$ cat config.mk
export PLATFORM = sky130hd
export DESIGN_NAME = bytecode_peephole_fuser_core
export DESIGN_NICKNAME = d
export VERILOG_FILES = /design/src/hdl/bpf_pkg.sv /design/src/hdl/bpf_front.sv /design/src/hdl/bpf_step.sv /design/src/hdl/bpf_back.sv /design/src/hdl/bytecode_peephole_fuser_core.sv
export SDC_FILE = /design/constraint.sdc
export NUM_CORES = 2
export LEC_CHECK = 0
export ABC_AREA = 0
export BUFFER_PORTS_ARGS = -buffer_cell sky130_fd_sc_hd__buf_2
export CELL_PAD_IN_SITES_DETAIL_PLACEMENT = 0
export CELL_PAD_IN_SITES_GLOBAL_PLACEMENT = 1
export CORE_ASPECT_RATIO = 0.6
export CORE_MARGIN = 2
export CORE_UTILIZATION = 53
export CTS_CLUSTER_SIZE = 20
export DETAILED_ROUTE_END_ITERATION = 10
export PLACE_DENSITY_LB_ADDON = 0.1
export SETUP_SLACK_MARGIN = 0.02
export SLEW_MARGIN = 25
export SYNTH_ARGS = -nofsm -noshare
export SYNTH_HDL_FRONTEND = slang
export SYNTH_SLANG_ARGS = --single-unit
$ cat constraint.sdc
create_clock -name i_clk -period 37.8 [get_ports i_clk]
set_clock_uncertainty 0.05 [all_clocks]
set_input_delay 7.56 -clock i_clk [delete_from_list [all_inputs] [get_ports i_clk]]
set_output_delay 7.56 -clock i_clk [all_outputs]
set_load 0.02 [all_outputs]
$ cat src/hdl/bpf_pkg.sv
// Shared opcodes and instruction class type for the bytecode peephole fuser.
package bpf_pkg;

    // VM opcodes
    localparam logic [7:0] OP_COPY     = 8'h03;
    localparam logic [7:0] OP_PUSH     = 8'h04;
    localparam logic [7:0] OP_ADD      = 8'h06;
    localparam logic [7:0] OP_SUB      = 8'h07;
    localparam logic [7:0] OP_MUL      = 8'h08;
    localparam logic [7:0] OP_DIV      = 8'h09;
    localparam logic [7:0] OP_MOD      = 8'h0A;
    localparam logic [7:0] OP_SHR      = 8'h0F;
    localparam logic [7:0] OP_SHL      = 8'h10;
    localparam logic [7:0] OP_OR       = 8'h11;
    localparam logic [7:0] OP_AND      = 8'h12;
    localparam logic [7:0] OP_XOR      = 8'h13;
    localparam logic [7:0] OP_CMP      = 8'h14;
    localparam logic [7:0] OP_NOP      = 8'h28;
    localparam logic [7:0] OP_SWAP     = 8'h29;
    localparam logic [7:0] OP_FASTCMP  = 8'h32;
    localparam logic [7:0] OP_GOTO_F   = 8'h36;
    localparam logic [7:0] OP_GOTO_EQ  = 8'h37;
    localparam logic [7:0] OP_GOTO_NE  = 8'h38;
    localparam logic [7:0] OP_GOTO_GT  = 8'h39;
    localparam logic [7:0] OP_GOTO_LT  = 8'h3A;
    localparam logic [7:0] OP_GOTO_NGT = 8'h3B;
    localparam logic [7:0] OP_GOTO_NLT = 8'h3C;
    localparam logic [7:0] OP_NONE     = 8'h00;

    // Decoded instruction class; inv_op is the inverted goto for a FastCompare
    // condition code, OP_NONE when the code is unknown.
    typedef struct packed {
        logic       is_copy;
        logic       is_push;
        logic       is_binop;
        logic       is_swap;
        logic       is_fastcmp;
        logic       is_gotof;
        logic       is_nop;
        logic [7:0] inv_op;
    } t_class;

endpackage

$ cat src/hdl/bpf_front.sv
// Front end: decodes incoming instructions and queues them for the window engine.
module bpf_front #(
    parameter int AW = 32
) (
    input  logic                  i_clk,
    input  logic                  i_rst_n,
    input  logic                  i_push,
    output logic                  o_full,
    input  logic [7:0]            i_opcode,
    input  logic [AW-1:0]         i_arg_a,
    input  logic [AW-1:0]         i_arg_b,
    input  logic [AW-1:0]         i_arg_c,
    input  logic                  i_final,
    output logic                  o_vld,
    input  logic                  i_rd,
    output logic [7:0]            o_opcode,
    output bpf_pkg::t_class       o_cls,
    output logic [AW-1:0]         o_arg [3],
    output logic                  o_final
);

    localparam int IQ_DEPTH = 4;
    localparam int IQ_AW    = $clog2(IQ_DEPTH);
    localparam int IQ_CW    = $clog2(IQ_DEPTH + 1);

    localparam int unsigned CC_EQ = 1;
    localparam int unsigned CC_NE = 2;
    localparam int unsigned CC_LT = 4;
    localparam int unsigned CC_GT = 8;
    localparam int unsigned CC_LE = 16;
    localparam int unsigned CC_GE = 32;

    bpf_pkg::t_class  cls;
    logic             wr;
    logic             rd;

    logic [7:0]       r_q_op  [IQ_DEPTH];
    bpf_pkg::t_class  r_q_cls [IQ_DEPTH];
    logic [AW-1:0]    r_q_arg [IQ_DEPTH][3];
    logic             r_q_fin [IQ_DEPTH];
    logic [IQ_AW-1:0] r_wp;
    logic [IQ_AW-1:0] r_rp;
    logic [IQ_CW-1:0] r_cnt;

    // Classify the incoming word
    always_comb begin
        cls            = '0;
        cls.is_copy    = (i_opcode == bpf_pkg::OP_COPY);
        cls.is_push    = (i_opcode == bpf_pkg::OP_PUSH);
        cls.is_swap    = (i_opcode == bpf_pkg::OP_SWAP);
        cls.is_fastcmp = (i_opcode == bpf_pkg::OP_FASTCMP);
        cls.is_gotof   = (i_opcode == bpf_pkg::OP_GOTO_F);
        cls.is_nop     = (i_opcode == bpf_pkg::OP_NOP);
        case (i_opcode) inside
            bpf_pkg::OP_ADD, bpf_pkg::OP_SUB, bpf_pkg::OP_MUL, bpf_pkg::OP_DIV,
            bpf_pkg::OP_MOD, bpf_pkg::OP_AND, bpf_pkg::OP_OR, bpf_pkg::OP_XOR,
            bpf_pkg::OP_CMP, bpf_pkg::OP_SHL, bpf_pkg::OP_SHR: begin
                cls.is_binop = 1'b1;
            end
            default: begin
                cls.is_binop = 1'b0;
            end
        endcase
        case (i_arg_c)
            AW'(CC_EQ): cls.inv_op = bpf_pkg::OP_GOTO_NE;
            AW'(CC_NE): cls.inv_op = bpf_pkg::OP_GOTO_EQ;
            AW'(CC_LE): cls.inv_op = bpf_pkg::OP_GOTO_GT;
            AW'(CC_GE): cls.inv_op = bpf_pkg::OP_GOTO_LT;
            AW'(CC_LT): cls.inv_op = bpf_pkg::OP_GOTO_NLT;
            AW'(CC_GT): cls.inv_op = bpf_pkg::OP_GOTO_NGT;
            default:    cls.inv_op = bpf_pkg::OP_NONE;
        endcase
    end

    assign o_full = (r_cnt == IQ_CW'(IQ_DEPTH));
    assign o_vld  = (r_cnt != '0);
    assign wr     = i_push && !o_full;
    assign rd     = i_rd && o_vld;

    // Present the oldest queued word
    assign o_opcode = r_q_op[r_rp];
    assign o_cls    = r_q_cls[r_rp];
    assign o_arg    = r_q_arg[r_rp];
    assign o_final  = r_q_fin[r_rp];

    // Advance pointers and count
    always_ff @(posedge i_clk) begin
        if (!i_rst_n) begin
            r_wp  <= '0;
            r_rp  <= '0;
            r_cnt <= '0;
        end else begin
            if (wr) begin
                r_wp <= r_wp + IQ_AW'(1);
            end
            if (rd) begin
                r_rp <= r_rp + IQ_AW'(1);
            end
            r_cnt <= r_cnt + IQ_CW'(wr) - IQ_CW'(rd);
        end
    end

    // Store the accepted word
    always_ff @(posedge i_clk) begin
        if (wr) begin
            r_q_op[r_wp]     <= i_opcode;
            r_q_cls[r_wp]    <= cls;
            r_q_arg[r_wp][0] <= i_arg_a;
            r_q_arg[r_wp][1] <= i_arg_b;
            r_q_arg[r_wp][2] <= i_arg_c;
            r_q_fin[r_wp]    <= i_final;
        end
    end

endmodule

$ cat src/hdl/bpf_step.sv
// Rule matcher: one rewrite step on the head of an instruction window.
module bpf_step #(
    parameter int D  = 3,
    parameter int AW = 32,
    parameter int FW = $clog2(D + 1)
) (
    input  logic [FW-1:0]   i_fill,
    input  logic [7:0]      i_op  [D],
    input  bpf_pkg::t_class i_cls [D],
    input  logic [AW-1:0]   i_arg [D][3],
    output logic            o_emit,
    output logic [1:0]      o_consume,
    output logic [7:0]      o_op,
    output logic [AW-1:0]   o_res [3]
);

    logic has2;
    logic has3;
    logic pair_x;
    logic pair_s;
    logic r_fuse;
    logic r_swap;
    logic r_push;
    logic r_dup;
    logic r_goto;

    // Match rules on the first three slots
    always_comb begin
        has3   = (i_fill >= FW'(3));
        has2   = (i_fill >= FW'(2));
        pair_x = (i_arg[0][0] == i_arg[1][1]) && (i_arg[0][1] == i_arg[1][0]);
        pair_s = (i_arg[0][0] == i_arg[1][0]) && (i_arg[0][1] == i_arg[1][1]);
        r_fuse = has3 && i_cls[0].is_copy && i_cls[1].is_copy && i_cls[2].is_binop &&
                 (i_arg[2][1] == i_arg[0][0]) && (i_arg[2][2] == i_arg[1][0]);
        r_swap = has2 && i_cls[0].is_swap && i_cls[1].is_swap && (pair_x || pair_s);
        r_push = has2 && i_cls[0].is_copy && i_cls[1].is_push &&
                 (i_arg[0][0] == i_arg[1][0]);
        r_dup  = has2 && i_cls[0].is_copy && i_cls[1].is_copy && (pair_x || pair_s);
        r_goto = has2 && i_cls[0].is_fastcmp && i_cls[1].is_gotof &&
                 (i_arg[0][0] == i_arg[1][1]) && (i_cls[0].inv_op != bpf_pkg::OP_NONE);
    end

    // Pick the first rule that fires; default forwards the head, or drops it if it is a Nop
    always_comb begin
        o_emit    = 1'b1;
        o_consume = 2'd1;
        o_op      = i_op[0];
        o_res     = i_arg[0];
        if (r_fuse) begin
            o_consume = 2'd3;
            o_op      = i_op[2];
            o_res[0]  = i_arg[2][0];
            o_res[1]  = i_arg[0][1];
            o_res[2]  = i_arg[1][1];
        end else if (r_swap) begin
            o_emit    = 1'b0;
            o_consume = 2'd2;
        end else if (r_push) begin
            o_consume = 2'd2;
            o_op      = bpf_pkg::OP_PUSH;
            o_res[0]  = i_arg[0][1];
            o_res[1]  = '1;
            o_res[2]  = '1;
        end else if (r_dup) begin
            o_consume = 2'd2;
        end else if (r_goto) begin
            o_consume = 2'd2;
            o_op      = i_cls[0].inv_op;
            o_res[0]  = i_arg[1][0];
            o_res[1]  = i_arg[0][0];
            o_res[2]  = i_arg[0][1];
        end else if (i_cls[0].is_nop) begin
            o_emit    = 1'b0;
        end
    end

endmodule

$ cat src/hdl/bpf_back.sv
// Back end: instruction window, rewrite sequencer and result queue.
module bpf_back #(
    parameter int D  = 3,
    parameter int AW = 32
) (
    input  logic            i_clk,
    input  logic            i_rst_n,
    input  logic            i_vld,
    output logic            o_rd,
    input  logic [7:0]      i_op,
    input  bpf_pkg::t_class i_cls,
    input  logic [AW-1:0]   i_arg [3],
    input  logic            i_final,
    output logic            o_empty,
    input  logic            i_pop,
    output logic [7:0]      o_op,
    output logic [AW-1:0]   o_arg [3],
    output logic            o_run_end,
    output logic            o_prog_end
);

    localparam int FW       = $clog2(D + 1);
    localparam int OQ_DEPTH = 4;
    localparam int OQ_AW    = $clog2(OQ_DEPTH);
    localparam int OQ_CW    = $clog2(OQ_DEPTH + 1);

    typedef enum logic [1:0] {S_RUN, S_FLUSH, S_DRAIN} t_state;

    t_state           r_state, n_state;
    logic [FW-1:0]    r_fill, n_fill;
    logic [7:0]       r_w_op  [D], n_w_op  [D];
    bpf_pkg::t_class  r_w_cls [D], n_w_cls [D];
    logic [AW-1:0]    r_w_arg [D][3], n_w_arg [D][3];
    logic             r_hold_vld, n_hold_vld;
    logic [7:0]       r_hold_op, n_hold_op;
    logic [AW-1:0]    r_hold_arg [3], n_hold_arg [3];

    logic [7:0]       r_oq_op  [OQ_DEPTH];
    logic [AW-1:0]    r_oq_arg [OQ_DEPTH][3];
    logic             r_oq_run [OQ_DEPTH];
    logic             r_oq_prog[OQ_DEPTH];
    logic [OQ_AW-1:0] r_oq_wp;
    logic [OQ_AW-1:0] r_oq_rp;
    logic [OQ_CW-1:0] r_oq_cnt;

    logic             oq_space;
    logic             oq_wr;
    logic             oq_rd;
    logic [7:0]       oq_w_op;
    logic [AW-1:0]    oq_w_arg [3];
    logic             oq_w_run;
    logic             oq_w_prog;

    logic [7:0]       v_op  [D];
    bpf_pkg::t_class  v_cls [D];
    logic [AW-1:0]    v_arg [D][3];
    logic [FW-1:0]    v_fill;

    logic [7:0]       s_op  [D];
    bpf_pkg::t_class  s_cls [D];
    logic [AW-1:0]    s_arg [D][3];
    logic [FW-1:0]    s_fill;

    logic [7:0]       sh_op  [D];
    bpf_pkg::t_class  sh_cls [D];
    logic [AW-1:0]    sh_arg [D][3];

    logic             st_emit;
    logic [1:0]       st_consume;
    logic [7:0]       st_op;
    logic [AW-1:0]    st_res [3];

    // Window with the queued word placed behind the current entries
    always_comb begin
        for (int i = 0; i < D; i++) begin
            if (FW'(i) == r_fill) begin
                v_op[i]  = i_op;
                v_cls[i] = i_cls;
                v_arg[i] = i_arg;
            end else begin
                v_op[i]  = r_w_op[i];
                v_cls[i] = r_w_cls[i];
                v_arg[i] = r_w_arg[i];
            end
        end
        v_fill = r_fill + FW'(1);
    end

    // Step on the stored window while flushing, else on the appended one
    always_comb begin
        if (r_state == S_FLUSH) begin
            s_op   = r_w_op;
            s_cls  = r_w_cls;
            s_arg  = r_w_arg;
            s_fill = r_fill;
        end else begin
            s_op   = v_op;
            s_cls  = v_cls;
            s_arg  = v_arg;
            s_fill = v_fill;
        end
    end

    bpf_step #(
        .D  (D),
        .AW (AW),
        .FW (FW)
    ) u_step (
        .i_fill    (s_fill),
        .i_op      (s_op),
        .i_cls     (s_cls),
        .i_arg     (s_arg),
        .o_emit    (st_emit),
        .o_consume (st_consume),
        .o_op      (st_op),
        .o_res     (st_res)
    );

    // Drop the consumed head entries
    always_comb begin
        sh_op  = s_op;
        sh_cls = s_cls;
        sh_arg = s_arg;
        for (int i = 0; i < D; i++) begin
            for (int k = 1; k <= 3; k++) begin
                if ((i + k < D) && (st_consume == 2'(k))) begin
                    sh_op[i]  = s_op[i + k];
                    sh_cls[i] = s_cls[i + k];
                    sh_arg[i] = s_arg[i + k];
                end
            end
        end
    end

    assign oq_space = (r_oq_cnt != OQ_CW'(OQ_DEPTH));

    // Sequence appends, flush steps and the final drain
    always_comb begin
        n_state    = r_state;
        n_fill     = r_fill;
        n_w_op     = r_w_op;
        n_w_cls    = r_w_cls;
        n_w_arg    = r_w_arg;
        n_hold_vld = r_hold_vld;
        n_hold_op  = r_hold_op;
        n_hold_arg = r_hold_arg;
        o_rd       = 1'b0;
        oq_wr      = 1'b0;
        oq_w_op    = st_op;
        oq_w_arg   = st_res;
        oq_w_run   = 1'b1;
        oq_w_prog  = 1'b0;
        case (r_state)
            S_RUN: begin
                if (i_vld && oq_space) begin
                    o_rd = 1'b1;
                    if (i_final) begin
                        n_w_op     = v_op;
                        n_w_cls    = v_cls;
                        n_w_arg    = v_arg;
                        n_fill     = v_fill;
                        n_hold_vld = 1'b0;
                        n_state    = S_FLUSH;
                    end else if (v_fill == FW'(D)) begin
                        n_w_op  = sh_op;
                        n_w_cls = sh_cls;
                        n_w_arg = sh_arg;
                        n_fill  = v_fill - FW'(st_consume);
                        oq_wr   = st_emit;
                    end else begin
                        n_w_op  = v_op;
                        n_w_cls = v_cls;
                        n_w_arg = v_arg;
                        n_fill  = v_fill;
                    end
                end
            end
            S_FLUSH: begin
                if (oq_space) begin
                    n_w_op  = sh_op;
                    n_w_cls = sh_cls;
                    n_w_arg = sh_arg;
                    n_fill  = r_fill - FW'(st_consume);
                    if (st_emit) begin
                        // release the held word; the new one may be the last
                        oq_wr      = r_hold_vld;
                        oq_w_op    = r_hold_op;
                        oq_w_arg   = r_hold_arg;
                        oq_w_run   = 1'b0;
                        n_hold_vld = 1'b1;
                        n_hold_op  = st_op;
                        n_hold_arg = st_res;
                    end
                    if (n_fill == '0) begin
                        n_state = (r_hold_vld || st_emit) ? S_DRAIN : S_RUN;
                    end
                end
            end
            S_DRAIN: begin
                if (oq_space) begin
                    oq_wr      = 1'b1;
                    oq_w_op    = r_hold_op;
                    oq_w_arg   = r_hold_arg;
                    oq_w_run   = 1'b1;
                    oq_w_prog  = 1'b1;
                    n_hold_vld = 1'b0;
                    n_state    = S_RUN;
                end
            end
            default: begin
                n_state = S_RUN;
            end
        endcase
    end

    assign o_empty = (r_oq_cnt == '0);
    assign oq_rd   = i_pop && !o_empty;

    // Present the oldest result word
    assign o_op       = r_oq_op[r_oq_rp];
    assign o_arg      = r_oq_arg[r_oq_rp];
    assign o_run_end  = r_oq_run[r_oq_rp];
    assign o_prog_end = r_oq_prog[r_oq_rp];

    // Hold state, fill and queue pointers
    always_ff @(posedge i_clk) begin
        if (!i_rst_n) begin
            r_state    <= S_RUN;
            r_fill     <= '0;
            r_hold_vld <= 1'b0;
            r_oq_wp    <= '0;
            r_oq_rp    <= '0;
            r_oq_cnt   <= '0;
        end else begin
            r_state    <= n_state;
            r_fill     <= n_fill;
            r_hold_vld <= n_hold_vld;
            if (oq_wr) begin
                r_oq_wp <= r_oq_wp + OQ_AW'(1);
            end
            if (oq_rd) begin
                r_oq_rp <= r_oq_rp + OQ_AW'(1);
            end
            r_oq_cnt <= r_oq_cnt + OQ_CW'(oq_wr) - OQ_CW'(oq_rd);
        end
    end

    // Window, held word and result storage
    always_ff @(posedge i_clk) begin
        r_w_op     <= n_w_op;
        r_w_cls    <= n_w_cls;
        r_w_arg    <= n_w_arg;
        r_hold_op  <= n_hold_op;
        r_hold_arg <= n_hold_arg;
        if (oq_wr) begin
            r_oq_op[r_oq_wp]   <= oq_w_op;
            r_oq_arg[r_oq_wp]  <= oq_w_arg;
            r_oq_run[r_oq_wp]  <= oq_w_run;
            r_oq_prog[r_oq_wp] <= oq_w_prog;
        end
    end

endmodule

$ cat src/hdl/bytecode_peephole_fuser_core.sv
// Top level of the bytecode peephole fuser.
//
// Instructions enter through a queue port: a word is taken on a rising edge
// with push high and full low. Results leave through a queue port: while
// empty is low the oldest result sits on the o_out_* ports and is taken on
// a rising edge with pop high. o_out_run_end marks the last result caused by
// an input word; o_out_program_end marks the last result of a procedure.
// A decode stage classifies each word into a four-entry queue; the window
// engine behind it rewrites the head of a WINDOW_DEPTH window and writes
// into a four-entry result queue, so either side may stall on its own.
// Non-final words run at one per cycle while neither queue stalls them;
// a result is written as the window engine takes the word that causes it.
// A word with i_in_final set is loaded, then up to WINDOW_DEPTH head steps
// empty the window and the last result is released. The window engine needs
// one free result slot to advance, so a receiver that stops popping fills
// the result queue and then the input queue, after which full stays high.
// Reset empties both queues and the window; no clearing pass is needed.
module bytecode_peephole_fuser_core #(
    parameter int WINDOW_DEPTH = 3,
    parameter int ARG_WIDTH    = 32
) (
    input  logic               i_clk,
    input  logic               i_rst_n,
    input  logic               push,
    output logic               full,
    input  logic [7:0]         i_in_opcode,
    input  logic signed [31:0] i_in_arg_a,
    input  logic signed [31:0] i_in_arg_b,
    input  logic signed [31:0] i_in_arg_c,
    input  logic               i_in_final,
    output logic               empty,
    input  logic               pop,
    output logic [7:0]         o_out_opcode,
    output logic signed [31:0] o_out_arg_a,
    output logic signed [31:0] o_out_arg_b,
    output logic signed [31:0] o_out_arg_c,
    output logic               o_out_run_end,
    output logic               o_out_program_end
);

    logic                 f_vld;
    logic                 f_rd;
    logic [7:0]           f_op;
    bpf_pkg::t_class      f_cls;
    logic [ARG_WIDTH-1:0] f_arg [3];
    logic                 f_final;
    logic [ARG_WIDTH-1:0] b_arg [3];

    bpf_front #(
        .AW (ARG_WIDTH)
    ) u_front (
        .i_clk    (i_clk),
        .i_rst_n  (i_rst_n),
        .i_push   (push),
        .o_full   (full),
        .i_opcode (i_in_opcode),
        .i_arg_a  (i_in_arg_a[ARG_WIDTH-1:0]),
        .i_arg_b  (i_in_arg_b[ARG_WIDTH-1:0]),
        .i_arg_c  (i_in_arg_c[ARG_WIDTH-1:0]),
        .i_final  (i_in_final),
        .o_vld    (f_vld),
        .i_rd     (f_rd),
        .o_opcode (f_op),
        .o_cls    (f_cls),
        .o_arg    (f_arg),
        .o_final  (f_final)
    );

    bpf_back #(
        .D  (WINDOW_DEPTH),
        .AW (ARG_WIDTH)
    ) u_back (
        .i_clk      (i_clk),
        .i_rst_n    (i_rst_n),
        .i_vld      (f_vld),
        .o_rd       (f_rd),
        .i_op       (f_op),
        .i_cls      (f_cls),
        .i_arg      (f_arg),
        .i_final    (f_final),
        .o_empty    (empty),
        .i_pop      (pop),
        .o_op       (o_out_opcode),
        .o_arg      (b_arg),
        .o_run_end  (o_out_run_end),
        .o_prog_end (o_out_program_end)
    );

    // Sign-extend arguments to the port width
    assign o_out_arg_a = 32'($signed(b_arg[0]));
    assign o_out_arg_b = 32'($signed(b_arg[1]));
    assign o_out_arg_c = 32'($signed(b_arg[2]));

endmodule

======== Yosys cells after proc, flatten, opt, wreduce, memory -nomap -nowiden ========
Memories as Yosys holds them, arrays and structs flattened. A register that Yosys moved wholly into a read port is not among the register bits.
Index checks and enable logic that the tools add are counted.
operators by class
  $add $sub $neg .......................... 11
  equality and inequality tests ........... 44
  muxes and demuxes ....................... 119
  $lt $le $gt $ge ......................... 2
  reductions and logical operators ........ 40
operator list
  cell                                                               number
  288-bit 2-to-1 mux                                                 5
  96-bit 2-to-1 mux                                                  14
  288-bit one-hot mux with 2 select lines                            1
  45-bit 2-to-1 mux                                                  5
  32-bit == test                                                     6
  96-bit one-hot mux with 2 select lines                             1
  24-bit 2-to-1 mux                                                  5
  8-bit 2-to-1 mux                                                   14
  15-bit 2-to-1 mux                                                  6
  45-bit one-hot mux with 2 select lines                             1
  2-bit 2-to-1 mux                                                   32
  24-bit one-hot mux with 2 select lines                             1
  8-bit by 5-bit == test with 1-bit output (second input constant)   5
  6-bit one-hot mux with 6 select lines                              1
  32-bit by 1-bit == test with 1-bit output (second input constant)  1
  32-bit by 2-bit == test with 1-bit output (second input constant)  1
  32-bit by 3-bit == test with 1-bit output (second input constant)  1
  32-bit by 4-bit == test with 1-bit output (second input constant)  1
  32-bit by 5-bit == test with 1-bit output (second input constant)  1
  32-bit by 6-bit == test with 1-bit output (second input constant)  1
  8-bit by 4-bit == test with 1-bit output (second input constant)   4
  8-bit by 6-bit == test with 1-bit output (second input constant)   4
  1-bit 2-to-1 mux                                                   28
  8-bit by 3-bit == test with 1-bit output (second input constant)   3
  30 further kinds                                                   74
storage, ports and cells
  output and inout bits ................... 108
  RAM bits ................................ 896
  word-level logic and storage cells ...... 273
  flip-flop bits (word level) ............. 480
  memories ................................ 8
memory list
  name              depth  bits a word  rd ports  clocked after memory_dff  write ports  line             source
  u_back.r_oq_arg   4      96           1         1                         1            bpf_back.sv:39   logic [AW-1:0] r_oq_arg [OQ_DEPTH][3];
  u_front.r_q_arg   4      96           1         1                         1            bpf_front.sv:39  logic [AW-1:0] r_q_arg [IQ_DEPTH][3];
  u_front.r_q_cls   4      13           1         1                         1            bpf_front.sv:38  bpf_pkg::t_class r_q_cls [IQ_DEPTH];
  u_back.r_oq_op    4      8            1         1                         1            bpf_back.sv:38   logic [7:0] r_oq_op [OQ_DEPTH];
  u_front.r_q_op    4      8            1         1                         1            bpf_front.sv:37  logic [7:0] r_q_op [IQ_DEPTH];
  u_back.r_oq_prog  4      1            1         1                         1            bpf_back.sv:41   logic r_oq_prog[OQ_DEPTH];
  +2 memories       -      -            -         -                         -            -

======== Longest topological paths before layout ========
  word-level depth ........................ 19
  depth in mapped cells ................... 28
  mapped depth without buffers ............ 20

======== By module ========
A second synthesis with hierarchy kept.
second synthesis, totals
  cell total of the unflattened synthesis .. 4,880
  area total of the unflattened synthesis .. 72,027.8 µm²
by module, submodules not included
  module     times used  cells each  area an instance (µm²)
  bpf_back   1           3,464       49,070.8
  bpf_front  1           717         17,660.7
  bpf_step   1           699         5,296.3

======== Worst setup path after synthesis ========
OpenSTA, ideal clock, no wires.
  kind .................................... register to register
  start point ............................. register u_back.r_state[1]
  end point ............................... register u_back.r_fill[1]
  required time ........................... 37.557 ns
  period minus slack after synthesis ...... 31.831 ns
  path buffers ............................ 4
  setup slack ............................. 5.969 ns
  data arrival time ....................... 31.588 ns
  stages on the path, launching flop included .. 13
  cell sequence ........................... dfxtp_1 inv_1 ha_1 clkbuf_1 buf_2 buf_1 buf_1 nor2_1 a211oi_1 o311ai_0 a21oi_1 nand2_1 o21ai_1
on the way
  word-level cells in the longest chain between the ends .. 17
RTL lines
  element                                   line                             source
  start: declaration                        bpf_back.sv:29                   t_state r_state, n_state;
  start signal: assignment                  bpf_back.sv:235                  r_state <= n_state;
  2-bit by 1-bit == test with 1-bit output  bpf_back.sv:91, bpf_back.sv:153
  2-bit 2-to-1 mux                          bpf_back.sv:91                   if (r_state == S_FLUSH) begin
  2-bit >= comparator                       bpf_step.sv:30                   has2 = (i_fill >= FW'(2));
  1-bit logical AND (3 in a row)            bpf_step.sv:39                   r_goto = has2 && i_cls[0].is_fastcmp && i_cls[1].is_gotof &&
  1-bit logical AND                         bpf_step.sv:40                   (i_arg[0][0] == i_arg[1][1]) && (i_cls[0].inv_op != bpf_pkg::OP_NONE);
  2-bit 2-to-1 mux                          bpf_step.sv:66                   end else if (r_goto) begin
  2-bit 2-to-1 mux                          bpf_step.sv:64                   end else if (r_dup) begin
  2-bit 2-to-1 mux                          bpf_step.sv:58                   end else if (r_push) begin
  2-bit 2-to-1 mux                          bpf_step.sv:55                   end else if (r_swap) begin
  2-bit 2-to-1 mux                          bpf_step.sv:49                   if (r_fuse) begin
  2-bit subtractor                          bpf_back.sv:168                  n_fill = v_fill - FW'(st_consume);
  2-bit 2-to-1 mux                          bpf_back.sv:164                  end else if (v_fill == FW'(D)) begin
  2-bit 2-to-1 mux                          bpf_back.sv:157                  if (i_final) begin
  2-bit 2-to-1 mux                          bpf_back.sv:155                  if (i_vld && oq_space) begin
  2-bit one-hot mux with 2 select lines     bpf_back.sv:153                  case (r_state)
  end signal: assignment                    bpf_back.sv:236                  r_fill <= n_fill;
  end: declaration                          bpf_back.sv:30                   logic [FW-1:0] r_fill, n_fill;
Several ways; a longest one is shown, not always the timed one. The select of a mux whose other input is x is not followed.
A chain may end at the register's enable or synchronous reset.

==> results.ini <==
[layout]
nFillCells = 10200
drive_gt1_share_pct = 16.7
final_cell_mix = edfxtp_1 (1349), mux2i_1 (590), nand2_1 (501)
utilization_pct = 59.2
final_common_cell = edfxtp_1
nNetsFinal = 5486
syn_to_final_growth_pct = 10.5

[global_routing]
grt_use_total_pct = 34.2
antenna_found_initial = 10
grt_pass1_vias = 43700
grt_max_degree = 131
grt_overflow = 0
grt_pass1_wl_um = 328000

[route]
first_pass_iters = 6
drtIter0Drc = 7373
drc_errors = 0
routed_wl_um = 231000
ant_nets = 0
via_per_inst = 6.57
vias = 47200
wl_per_cell_um = 32.2

[sta]
fin_crit_sh_pct = 30.3
hold_viol = 0
slew_viol_final = 0
tightest_slew_ns = 1.15
final-setup-viol-count = 0
fmax_mhz = 87.3
grt_setup_unrepaired = false
finalSetupTns_ns = 0
period_needed_ns = 11.46
max_slew_margin_pct = 21.1

[placement]
gp_congestion = 1.05
dp_hpwl_um = 161000
io_buffers = 216

[cts]
cts_setup_buffers = 0
clk_root_buffer_cell = clkbuf_16
clk_pin_slew_ns = 0.07
insertion_delay_ns = 0.79
clock-sinks = 1372
htree_num_levels = 4
cts_resized = 0
numCtsBuffers = 132
cts_tree = yes
clk_path_buf_depth = 3
postCtsHoldBufs = 0

[worst_setup_path]
crit_arrival_ns = 3.85
startpoint_type = flip-flop
crit_path_end_kind = output port
crit_fanout = 46
crit_slowest_cell = buf_4
crit_type = flip-flop to output port
slowest_delay_ns = 0.79
path_common_cell = buf_4
reg2reg_from = u_back.r_fill[0]
crit_path_end = o_out_arg_c[6]
r2r_end = u_back.r_w_arg[117]
regToRegSetupSlack_ns = 28.00
required_ns = 30.19
r2r_cells = 20
crit_chain = buf_4 -> buf_4 -> mux4_2 -> buf_2

[die]
design.core.area_um2 = 129000
die_h_um = 284
rows = 102
dieWidth_um = 471
initial_utilization_pct = 53.6
num_io_pins = 217
dieArea_um2 = 134000

[logic_synthesis]
syn_nets = 5333
synthTopCellsByArea = edfxtp_1 (58%), mux2i_1 (8.6%), mux4_2 (7.0%)
ys_ff_latch = 1372
synth_edf_count = 1349
netlist_instances = 5201
synthesis.area_um2 = 69200
ys_warn_count = 0
async_flop_share_pct = 0
synth_flop_cell = edfxtp_1
synth_area_leader_cell = edfxtp_1
syn_avg_cell_area_um2 = 13.3
ys_seq_area_share_pct = 59.2
synthDistinctLibCells = 99
synth_top_area_share_pct = 58.5

[run]
drv_cap = 0

[status]
status = completed

[hold_path]
hp-class = flip-flop to flip-flop

==> metrics by stage <==
stage / cell area (um^2) / std cells / hold WS [ns] / setup WS [ns]
final: 76500 / 7183 / 0.445 / 26.34
after global routing: 76500 / 7178 / 0.483 / 25.94
after CTS: 76500 / 7178 / 0.446 / 26.16
after detailed placement: 72200 / 6936 / 0.437 / 27.01
after global placement: 72200 / 6936 / 0.431 / 27.08
after floorplan: 69200 / 5201 / 0.411 / 5.97
==> per-layer routing <==
metal	vias to the layer above	part of all wire [%]	routed length, um	track usage (%)
li1	20300	-	-	-
met1	23800	44	101000	52.8
met2	2781	41	94100	46.3
met3	339	13	29400	10.7
met4	12	2.6	6020	8.81
met5	-	0.052	119	0.284
==> worst min path at each step <==
stage	slack [ns]	cells past startpoint	from	endpoint
floorplan	0.41	2	u_back.r_state[1]	u_back.r_state[1]
global placement	0.43	2	u_back.r_state[1]	u_back.r_state[1]
detailed placement	0.44	2	u_back.r_state[1]	u_back.r_state[1]
CTS	0.45	2	u_back.r_state[1]	u_back.r_state[1]
global route	0.48	2	u_back.r_state[1]	u_back.r_state[1]
finish	0.45	2	u_back.r_state[1]	u_back.r_state[1]
==> Yosys cell counts (all sizes together) (9+ instances only) <==
cell    instances
a211oi         94
a21o           17
a21oi         329
a221oi          9
a22o           65
a22oi          40
a31oi          17
and2           75
and3           12
buf           190
clkbuf        166
dfxtp          23
edfxtp       1349
ha             21
inv           166
mux2           31
mux2i         615
mux4          214
nand2         502
nand2b         14
nand3          47
nand4          33
nor2          283
nor2b          24
nor3           55
nor4           34
o211ai         99
o21a           11
o21ai         204
o221ai         24
o22a            9
o22ai          35
or3             9
xnor2         169
xor2           86
==> registers in the layout, indices dropped and copies added, names as in the netlist, 3 cells and up, named ones only <==
name and count:
u_back.r_oq_arg 384, u_front.r_q_arg 384, u_back.r_w_arg 288, u_back.r_hold_arg 96
u_front.r_q_cls 48, u_back.r_w_cls 41, u_back.r_oq_op 32, u_front.r_q_op 32
u_back.r_w_op 24, u_back.r_hold_op 8, u_back.r_oq_prog 4, u_back.r_oq_run 4
u_front.r_q_fin 4, u_back.r_oq_cnt 3, u_front.r_cnt 3
==> logic make-up after synthesis <==
kind of cell,share of synthesized area [%]
DFF,59.2
and+or+nand+nor,7.44
AOI/OAI and AO/OA,9.70
muxes,16.5
buffers and inverters,3.50
xor gates and xnor gates,3.23
adders and majority gates,0.437
==> worst max-delay path, delay by kind of cell (launching register included) <==
family,cells,cell delay [ns]
buf+inv,3,1.63
flops,1,0.71
mux,1,0.60
==> area by class of cell <==
type,instances,area [um^2],share of cell area (%)
Timing Repair Buffer,375,2350,3.08
Clock inverter,83,893,1.17
Multi-Input combinational cell,3307,26100,34.1
Sequential cell,1372,41000,53.6
Clock buffer,159,3450,4.50
Antenna cell,5,12.5,0.0163
Tap cell,1716,2150,2.81
Inverter,166,626,0.817
Power is left out: the tool's default activity adds up to more than one toggle a clock period on the data nets, which glitch-free logic cannot reach.
